## config.mk

```make
export PLATFORM = sky130hd
export DESIGN_NAME = page_translate_fifo_replace_unit_flat
export DESIGN_NICKNAME = d
export VERILOG_FILES = /design/src/ptfr_pkg.sv /design/src/ptfr_in_if.sv /design/src/ptfr_out_if.sv /design/src/ptfr_front.sv /design/src/ptfr_back.sv /design/src/page_translate_fifo_replace_unit.sv /design/src/flat_wrapper.sv
export SDC_FILE = /design/constraint.sdc
export NUM_CORES = 1
export LEC_CHECK = 0
export BUFFER_PORTS_ARGS = -buffer_cell sky130_fd_sc_hd__buf_2
export CAP_MARGIN = 20
export CORE_ASPECT_RATIO = 1.1
export CORE_MARGIN = 2
export CORE_UTILIZATION = 45
export DETAILED_ROUTE_END_ITERATION = 12
export PLACE_DENSITY_LB_ADDON = 0.1
export SLEW_MARGIN = 25
export SYNTH_ARGS = -nofsm -noshare
export SYNTH_HDL_FRONTEND = slang
export SYNTH_SLANG_ARGS = --single-unit
```

## constraint.sdc

```tcl
create_clock -name i_clk -period 10.6 [get_ports i_clk]
set_input_delay 1.06 -clock i_clk [delete_from_list [all_inputs] [get_ports i_clk]]
set_output_delay 1.06 -clock i_clk [all_outputs]
set_load 0.005 [all_outputs]
```

## src/ptfr_pkg.sv

```systemverilog
`default_nettype none

package ptfr_pkg;

    localparam int FRAME_COUNT = 4;
    localparam int PAGE_BYTES  = 4096;

    localparam int ADDR_W      = 32;
    localparam int OFFSET_W    = $clog2(PAGE_BYTES);
    localparam int PAGE_W      = ADDR_W - OFFSET_W;
    localparam int FRAME_W     = (FRAME_COUNT > 1) ? $clog2(FRAME_COUNT) : 1;

    localparam int PHYS_W      = 14;
    localparam int FRAME_OUT_W = 2;
    localparam int EVPAGE_W    = 20;

    localparam int QUEUE_DEPTH = 2;
    localparam int QPTR_W      = (QUEUE_DEPTH > 1) ? $clog2(QUEUE_DEPTH) : 1;
    localparam int QCNT_W      = $clog2(QUEUE_DEPTH + 1);

    typedef struct packed {
        logic [PAGE_W-1:0]   page;
        logic [OFFSET_W-1:0] offset;
    } t_req;

endpackage

`default_nettype wire

```

## src/ptfr_in_if.sv

```systemverilog
`default_nettype none

interface ptfr_in_if;
    logic        valid;
    logic        ready;
    logic [31:0] virt_addr;

    modport source (output valid, output virt_addr, input ready);
    modport sink   (input valid, input virt_addr, output ready);
endinterface

`default_nettype wire

```

## src/ptfr_out_if.sv

```systemverilog
`default_nettype none

interface ptfr_out_if;
    logic        valid;
    logic        ready;
    logic [13:0] phys_addr;
    logic [1:0]  frame_used;
    logic        page_fault;
    logic        evicted;
    logic [19:0] evicted_page;

    modport source (output valid, output phys_addr, output frame_used,
                    output page_fault, output evicted, output evicted_page,
                    input ready);
    modport sink   (input valid, input phys_addr, input frame_used,
                    input page_fault, input evicted, input evicted_page,
                    output ready);
endinterface

`default_nettype wire

```

## src/ptfr_front.sv

```systemverilog
`default_nettype none

module ptfr_front
    import ptfr_pkg::*;
(
    input  wire         i_clk,
    input  wire         i_rst_n,
    ptfr_in_if.sink     i_req,
    output logic        o_q_valid,
    input  wire         i_q_ready,
    output t_req        o_q_req
);

    t_req               r_entry [QUEUE_DEPTH];
    logic [QPTR_W-1:0]  r_wr_ptr, n_wr_ptr;
    logic [QPTR_W-1:0]  r_rd_ptr, n_rd_ptr;
    logic [QCNT_W-1:0]  r_count, n_count;

    logic w_push;
    logic w_pop;
    t_req w_split;

    // page number and offset of the incoming address
    assign w_split.page   = i_req.virt_addr[ADDR_W-1:OFFSET_W];
    assign w_split.offset = i_req.virt_addr[OFFSET_W-1:0];

    assign i_req.ready = (r_count != QCNT_W'(QUEUE_DEPTH));
    assign w_push      = i_req.valid && i_req.ready;
    assign o_q_valid   = (r_count != '0);
    assign w_pop       = o_q_valid && i_q_ready;
    assign o_q_req     = r_entry[r_rd_ptr];

    always_comb begin
        n_wr_ptr = r_wr_ptr;
        n_rd_ptr = r_rd_ptr;
        n_count  = r_count;
        if (w_push) begin
            n_wr_ptr = (r_wr_ptr == QPTR_W'(QUEUE_DEPTH - 1)) ? '0 : r_wr_ptr + 1'b1;
        end
        if (w_pop) begin
            n_rd_ptr = (r_rd_ptr == QPTR_W'(QUEUE_DEPTH - 1)) ? '0 : r_rd_ptr + 1'b1;
        end
        if (w_push && !w_pop) begin
            n_count = r_count + 1'b1;
        end else if (w_pop && !w_push) begin
            n_count = r_count - 1'b1;
        end
    end

    always_ff @(posedge i_clk) begin
        if (!i_rst_n) begin
            r_wr_ptr <= '0;
            r_rd_ptr <= '0;
            r_count  <= '0;
        end else begin
            r_wr_ptr <= n_wr_ptr;
            r_rd_ptr <= n_rd_ptr;
            r_count  <= n_count;
        end
    end

    always_ff @(posedge i_clk) begin
        if (w_push) begin
            r_entry[r_wr_ptr] <= w_split;
        end
    end

endmodule

`default_nettype wire

```

## src/ptfr_back.sv

```systemverilog
`default_nettype none

module ptfr_back
    import ptfr_pkg::*;
(
    input  wire         i_clk,
    input  wire         i_rst_n,
    input  wire         i_q_valid,
    output logic        o_q_ready,
    input  t_req        i_q_req,
    ptfr_out_if.source  o_rsp
);

    logic [PAGE_W-1:0]  r_frame_tag [FRAME_COUNT];
    logic [FRAME_COUNT-1:0] r_frame_valid;
    logic [FRAME_W-1:0] r_ptr;

    logic                  r_out_valid;
    logic [PHYS_W-1:0]     r_out_pa;
    logic [FRAME_OUT_W-1:0] r_out_frame;
    logic                  r_out_fault;
    logic                  r_out_evicted;
    logic [EVPAGE_W-1:0]   r_out_evpage;

    logic               w_pop;
    logic               w_hit;
    logic [FRAME_W-1:0] w_hit_frame;
    logic [FRAME_W-1:0] w_frame;
    logic               w_evict;
    logic [63:0]        w_pa_full;
    logic [63:0]        w_frame_full;
    logic [63:0]        w_evpage_full;

    // parallel tag compare, lowest matching frame wins
    always_comb begin
        w_hit       = 1'b0;
        w_hit_frame = '0;
        for (int i = FRAME_COUNT - 1; i >= 0; i--) begin
            if (r_frame_valid[i] && (r_frame_tag[i] == i_q_req.page)) begin
                w_hit       = 1'b1;
                w_hit_frame = FRAME_W'(i);
            end
        end
    end

    assign w_frame       = w_hit ? w_hit_frame : r_ptr;
    assign w_evict       = !w_hit && r_frame_valid[r_ptr];
    assign w_pa_full     = (64'(w_frame) << OFFSET_W) | 64'(i_q_req.offset);
    assign w_frame_full  = 64'(w_frame);
    assign w_evpage_full = w_evict ? 64'(r_frame_tag[r_ptr]) : 64'd0;

    assign o_q_ready = !r_out_valid || o_rsp.ready;
    assign w_pop     = i_q_valid && o_q_ready;

    always_ff @(posedge i_clk) begin
        if (!i_rst_n) begin
            r_frame_valid <= '0;
            r_ptr         <= '0;
            r_out_valid   <= 1'b0;
        end else begin
            if (w_pop && !w_hit) begin
                r_frame_valid[r_ptr] <= 1'b1;
                r_ptr <= (r_ptr == FRAME_W'(FRAME_COUNT - 1)) ? '0 : r_ptr + 1'b1;
            end
            if (w_pop) begin
                r_out_valid <= 1'b1;
            end else if (o_rsp.ready) begin
                r_out_valid <= 1'b0;
            end
        end
    end

    always_ff @(posedge i_clk) begin
        if (w_pop && !w_hit) begin
            r_frame_tag[r_ptr] <= i_q_req.page;
        end
        if (w_pop) begin
            r_out_pa      <= w_pa_full[PHYS_W-1:0];
            r_out_frame   <= w_frame_full[FRAME_OUT_W-1:0];
            r_out_fault   <= !w_hit;
            r_out_evicted <= w_evict;
            r_out_evpage  <= w_evpage_full[EVPAGE_W-1:0];
        end
    end

    assign o_rsp.valid        = r_out_valid;
    assign o_rsp.phys_addr    = r_out_pa;
    assign o_rsp.frame_used   = r_out_frame;
    assign o_rsp.page_fault   = r_out_fault;
    assign o_rsp.evicted      = r_out_evicted;
    assign o_rsp.evicted_page = r_out_evpage;

`ifndef SYNTHESIS
    a_evict_implies_fault: assert property (@(posedge i_clk) disable iff (!i_rst_n)
        r_out_valid |-> (!r_out_evicted || r_out_fault))
        else $error("eviction reported without a page fault");

    a_fill_marks_valid: assert property (@(posedge i_clk) disable iff (!i_rst_n)
        (w_pop && !w_hit) |=> r_frame_valid[$past(r_ptr)])
        else $error("loaded frame not marked valid");

    a_evict_only_when_full: assert property (@(posedge i_clk) disable iff (!i_rst_n)
        (w_pop && w_evict) |-> (&r_frame_valid))
        else $error("eviction while a free frame remains");

    a_hit_keeps_pointer: assert property (@(posedge i_clk) disable iff (!i_rst_n)
        (w_pop && w_hit) |=> $stable(r_ptr))
        else $error("victim pointer moved on a hit");
`endif

endmodule

`default_nettype wire

```

## src/page_translate_fifo_replace_unit.sv

```systemverilog
`default_nettype none

// page translation with fifo frame replacement
// i_req carries one 32-bit virtual address per transaction (valid/ready).
// o_rsp carries one result per request: physical address, frame used,
// page fault, eviction flag and the evicted page number.
// the front stage splits the address into page and offset and stores it
// in a two-entry queue; the back stage compares the page against all
// frame tags in parallel and, on a miss, loads the frame under the
// round-robin victim pointer.
// a request is registered in the queue and then in the output register
// before its result is valid on o_rsp.
// throughput: one transaction per cycle while o_rsp does not stall, set
// by the tag compare and state update in the back stage.
// reset clears all frame valid bits and the victim pointer; no clearing
// pass is needed.
// when o_rsp stalls the result holds in the output register, the queue
// keeps up to two requests, and i_req.ready drops once the queue is full.
module page_translate_fifo_replace_unit
    import ptfr_pkg::*;
(
    input  wire         i_clk,
    input  wire         i_rst_n,
    ptfr_in_if.sink     i_req,
    ptfr_out_if.source  o_rsp
);

    logic w_q_valid;
    logic w_q_ready;
    t_req w_q_req;

    ptfr_front u_front (
        .i_clk     (i_clk),
        .i_rst_n   (i_rst_n),
        .i_req     (i_req),
        .o_q_valid (w_q_valid),
        .i_q_ready (w_q_ready),
        .o_q_req   (w_q_req)
    );

    ptfr_back u_back (
        .i_clk     (i_clk),
        .i_rst_n   (i_rst_n),
        .i_q_valid (w_q_valid),
        .o_q_ready (w_q_ready),
        .i_q_req   (w_q_req),
        .o_rsp     (o_rsp)
    );

endmodule

`default_nettype wire

```

## src/flat_wrapper.sv

```systemverilog
// flat-port wrapper written by rule: the top's interface ports become plain ports
module page_translate_fifo_replace_unit_flat import ptfr_pkg::*;
  (i_clk, i_rst_n, i_req_valid, i_req_virt_addr, i_req_ready, o_rsp_valid, o_rsp_phys_addr, o_rsp_frame_used, o_rsp_page_fault, o_rsp_evicted, o_rsp_evicted_page, o_rsp_ready);
  ptfr_in_if i_req_i ();
  ptfr_out_if o_rsp_i ();
  input  wire i_clk;
  input  wire i_rst_n;
  input wire logic [$bits(i_req_i.valid)-1:0] i_req_valid;
  input wire logic [$bits(i_req_i.virt_addr)-1:0] i_req_virt_addr;
  output wire logic [$bits(i_req_i.ready)-1:0] i_req_ready;
  output wire logic [$bits(o_rsp_i.valid)-1:0] o_rsp_valid;
  output wire logic [$bits(o_rsp_i.phys_addr)-1:0] o_rsp_phys_addr;
  output wire logic [$bits(o_rsp_i.frame_used)-1:0] o_rsp_frame_used;
  output wire logic [$bits(o_rsp_i.page_fault)-1:0] o_rsp_page_fault;
  output wire logic [$bits(o_rsp_i.evicted)-1:0] o_rsp_evicted;
  output wire logic [$bits(o_rsp_i.evicted_page)-1:0] o_rsp_evicted_page;
  input wire logic [$bits(o_rsp_i.ready)-1:0] o_rsp_ready;
  assign i_req_i.valid = i_req_valid;
  assign i_req_i.virt_addr = i_req_virt_addr;
  assign i_req_ready = i_req_i.ready;
  assign o_rsp_valid = o_rsp_i.valid;
  assign o_rsp_phys_addr = o_rsp_i.phys_addr;
  assign o_rsp_frame_used = o_rsp_i.frame_used;
  assign o_rsp_page_fault = o_rsp_i.page_fault;
  assign o_rsp_evicted = o_rsp_i.evicted;
  assign o_rsp_evicted_page = o_rsp_i.evicted_page;
  assign o_rsp_i.ready = o_rsp_ready;
  page_translate_fifo_replace_unit u_core (.i_clk(i_clk), .i_rst_n(i_rst_n), .i_req(i_req_i), .o_rsp(o_rsp_i));
endmodule
```

==> results.tsv <==
stage	metric	value	unit
clock_network	Clock Path Buffers	2	
floorplanning	initial core utilization	46.06	%
placement	pre-CTS setup slack	6.799	ns
drt	Residual DRC	0	
worst_setup_path	crit-path max FO	20	
logic_synthesis	Synth Area in Adders	0.7656	%
global_routing	GRT Total Usage	17.45	%
logic_synthesis	Synth Area in Compound Gates	0.8115	%
worst_hold_path	hold path cells	2	
sta	setup tns final	0	ns
drt	violation count after the first detailed-routing iteration	277	
global_routing	largest net degree at the start of global routing	43	
logic_synthesis	Syn Nets	505	
sta	timing-limited maximum frequency	0.2649	GHz
sta	final worst slack	6.826	ns
clock_network	post-CTS resize count	0	
logic_synthesis	largest family of logic cells by synthesized area	multiplexers	
sta	worst rel slew slack	53.76	%
drt	vias per cell	5.078	
logic_synthesis	main flop type after synthesis	edfxtp_1	
worst_setup_path	crit path launch type	register	
logic_synthesis	mux cell area share after synthesis	12.08	%
clock_network	hold-fix buffer count after cts	0	
sta	min Tclk post-route	3.774	ns
drt	Routed Antenna Nets	0	
logic_synthesis	cells after synthesis	464	
logic_synthesis	area leader, netlist	edfxtp_1	
sta	unrepaired setup endpoints after global routing	false	
final_layout	# diodes	0	
logic_synthesis	Area contributors post-synth	edfxtp_1 66%, mux4_2 5.8%, xor2_1 5.4%	
floorplanning	io pins	76	
sta	worst-margin pin slew	0.6928	ns
sta	Hold Vio Cnt, Final	0	
power_and_ir_drop	P_leak	3.345	nW
logic_synthesis	post-synthesis async set-or-reset flop share	0	%
floorplanning	Die Span Y	145.3	um
placement	IO buf count	75	
floorplanning	Die Wd	132.5	um
final_layout	FILL cells	1501	
logic_synthesis	Synth cell types	35	
final_layout	fin util	52.91	%
clock_network	setup bufs post-CTS	0	
floorplanning	# rows	51	
worst_setup_path	crit path kind	reg -> reg	
drt	DR vias	4052	
global_routing	vias in the first global route	4253	
global_routing	first-pass GRT wire length	24830	um
logic_synthesis	EDFF count, synth	180	
worst_hold_path	HP Start	u_core.u_back.r_frame_valid[3]	
logic_synthesis	Yosys reg bits	192	
floorplanning	Die Area	0.01925	mm^2
worst_setup_path	Critical Path RT	10.68	ns
global_routing	grt total ovfl	0	
worst_setup_path	Crit. End Element	register	
power_and_ir_drop	worst ir drop on vdd	119.4	uV
logic_synthesis	YS warnings	0	
drt	routed len/inst	20.28	um
clock_network	H-Tree Depth	4	
worst_setup_path	R2R depth	9	
logic_synthesis	Seq/Total Area, Yosys	69.09	%
worst_hold_path	worst min path class	reg -> reg	
global_routing	initial antenna violation count	0	
sta	endpoints failing setup	0	
drt	TritonRoute pass-1 iters	5	
sta	clock skew	0.02319	ns
clock_network	number of buffers created by CTS	17	
outcome	outcome	completed	
power_and_ir_drop	Power Dens Cells	266.8	mW/mm^2
clock_network	CTS tree	yes	
logic_synthesis	Avg Cell Area, Syn	17.61	um^2
clock_network	Clock Sinks	192	
sta	fin crit share	35.61	%
sta	Fin Hold WS	0.5028	ns
final_layout	# nets final	590	
worst_hold_path	Hold Path End	u_core.u_back.r_frame_valid[3]	
clock_network	Worst-Skew Late Latency	0.43	ns
clock_network	Root Buffer	clkbuf_16	
final_layout	area grow syn2layout	14.85	%
final_layout	share of layout cells above drive strength 1	31.25	%
sta	Max Slew Vio Count	0	
worst_setup_path	RR Endpoint	u_core.u_back.r_frame_tag[3][16]	
logic_synthesis	mapped cell area	0.008172	mm^2
worst_setup_path	Arr. time, crit path	3.86	ns
logic_synthesis	Synth top area share	66.15	%
drt	Total Wirelength	16180	um
placement	Detail Placement HPWL	11130	um
clock_network	Clock Pin Slew Worst Setup and Hold Paths	0.07	ns
placement	Final GP Congestion	0.8951	
flow_run	Max Cap Violations	0	
logic_synthesis	Synth Area in XOR/XNOR	8.896	%
floorplanning	core area	0.01774	mm^2
logic_synthesis	simple-gate portion of the synthesized area	5.956	%
worst_setup_path	Reg2Reg Setup Slack	6.83	ns
==> worst max path at each step <==
stage                            from                          endpoint  slack, ns  depth (start not counted)
after detailed placement     register  u_core.u_back.r_frame_tag[3][13]       6.80                          9
after CTS                    register  u_core.u_back.r_frame_tag[3][11]       6.77                          9
after floorplan           o_rsp_ready   u_core.u_back.r_frame_tag[3][0]       6.00                          4
final                        register  u_core.u_back.r_frame_tag[3][16]       6.83                          9
after global routing         register   u_core.u_back.r_frame_tag[3][5]       6.54                          9
after global placement       register  u_core.u_back.r_frame_tag[2][14]       6.43                          7
==> cell usage in the layout (no fill, tap or decap), drive strengths merged <==
cell and count:
a21boi 1, and2 4, and3 24, buf 83, bufinv 2, clkbuf 17, clkinv 6, clkinvlp 2
dfxtp 12, edfxtp 180, ha 5, inv 29, mux2 12, mux2i 22, mux4 21, nand2 8
nand2b 1, nand3 5, nand4 12, nor2 6, nor2b 1, nor3 2, nor4 13, o21a 4
o21ai 2, o21ba 1, o31a 1, or3 1, xnor2 33, xor2 50
==> per-stage QoR <==
step	cell area (um^2)	std cells	power, mW
6_report	9385	798	2.504
5_1_grt	9385	798	2.630
3_3_place_gp	8817	768	1.901
3_5_place_dp	8821	768	1.910
2_1_floorplan	8172	464	1.656
4_1_cts	9385	798	2.531
==> metal layers <==
metal  GRT usage [%]  wire [um]  up-vias  share of wire (%)
li1                -          -     1915                  -
met1           22.88       6895     1992                 43
met2           27.72       8058      130                 50
met3           4.667        930       15                5.7
met4           7.258        297        0                1.8
met5               0          0        -                  0
==> critical path: stages, from the launching register on <==
cell and delay [ns]:
dfxtp_2 0.52, buf_4 0.56, mux2i_1 0.61, xor2_1 0.18
nand4_1 0.15, nor4_2 0.07, nor4_2 0.55, nand2_1 0.26
nor2_1 0.15, buf_4 0.35
==> flip-flops by register name, summed over array words and instances, names as in the netlist, 2 cells and up, named ones only <==
register and count:
u_core.u_front.r_entry 64, u_core.u_back.r_frame_tag 80, u_core.u_back.o_rsp.evicted_page 20, u_core.u_back.r_ptr 2, u_core.u_back.r_frame_valid 4, u_core.u_front.r_count 2, u_core.u_back.o_rsp.phys_addr 14
==> synth_stat cells, types with 2 or more instances <==
| library cell | n |
|---|---|
| ha_1 | 5 |
| and2_1 | 4 |
| nor4_4 | 2 |
| xor2_1 | 50 |
| nor4_1 | 8 |
| buf_4 | 2 |
| clkbuf_1 | 9 |
| and3_1 | 24 |
| inv_1 | 26 |
| mux2i_4 | 10 |
| dfxtp_1 | 12 |
| mux4_2 | 21 |
| buf_1 | 2 |
| nand2_1 | 8 |
| nor3_1 | 2 |
| edfxtp_1 | 180 |
| nor4_2 | 3 |
| xnor2_1 | 33 |
| mux2i_2 | 9 |
| mux2_2 | 12 |
| nand4_1 | 12 |
| nor2_1 | 6 |
| o21ai_0 | 2 |
| buf_6 | 2 |
| mux2i_1 | 3 |
| o21a_1 | 4 |
| nand3_1 | 5 |
==> area by class of cell <==
cell class | count | area (um^2) | share of cell area, %
Clock buffer | 17 | 425.4 | 4.533
Clock inverter | 13 | 138.9 | 1.480
Inverter | 26 | 97.59 | 1.040
Multi-Input combinational cell | 229 | 2344 | 24.97
Sequential cell | 192 | 5647 | 60.17
Tap cell | 238 | 297.8 | 3.173
Timing Repair Buffer | 83 | 435.4 | 4.639
==> power breakdown <==
group	internal [mW]	total (mW)	leakage (nW)	switching [mW]
clock network	0.346	0.619	0.272	0.273
logic	0.309	0.718	1.30	0.409
registers	1.08	1.17	1.77	0.0833
total	1.74	2.50	3.35	0.766
==> kinds of logic after synthesis <==
family                   Yosys count
buffers and inverters             43
multiplexers                      55
adder cells (fa/ha/maj)            5
flip-flops                       192
XOR/XNOR                          83
AO/OA/AOI/OAI                      9
AND/OR/NAND/NOR                   77
(Power assumes the default switching activity.)
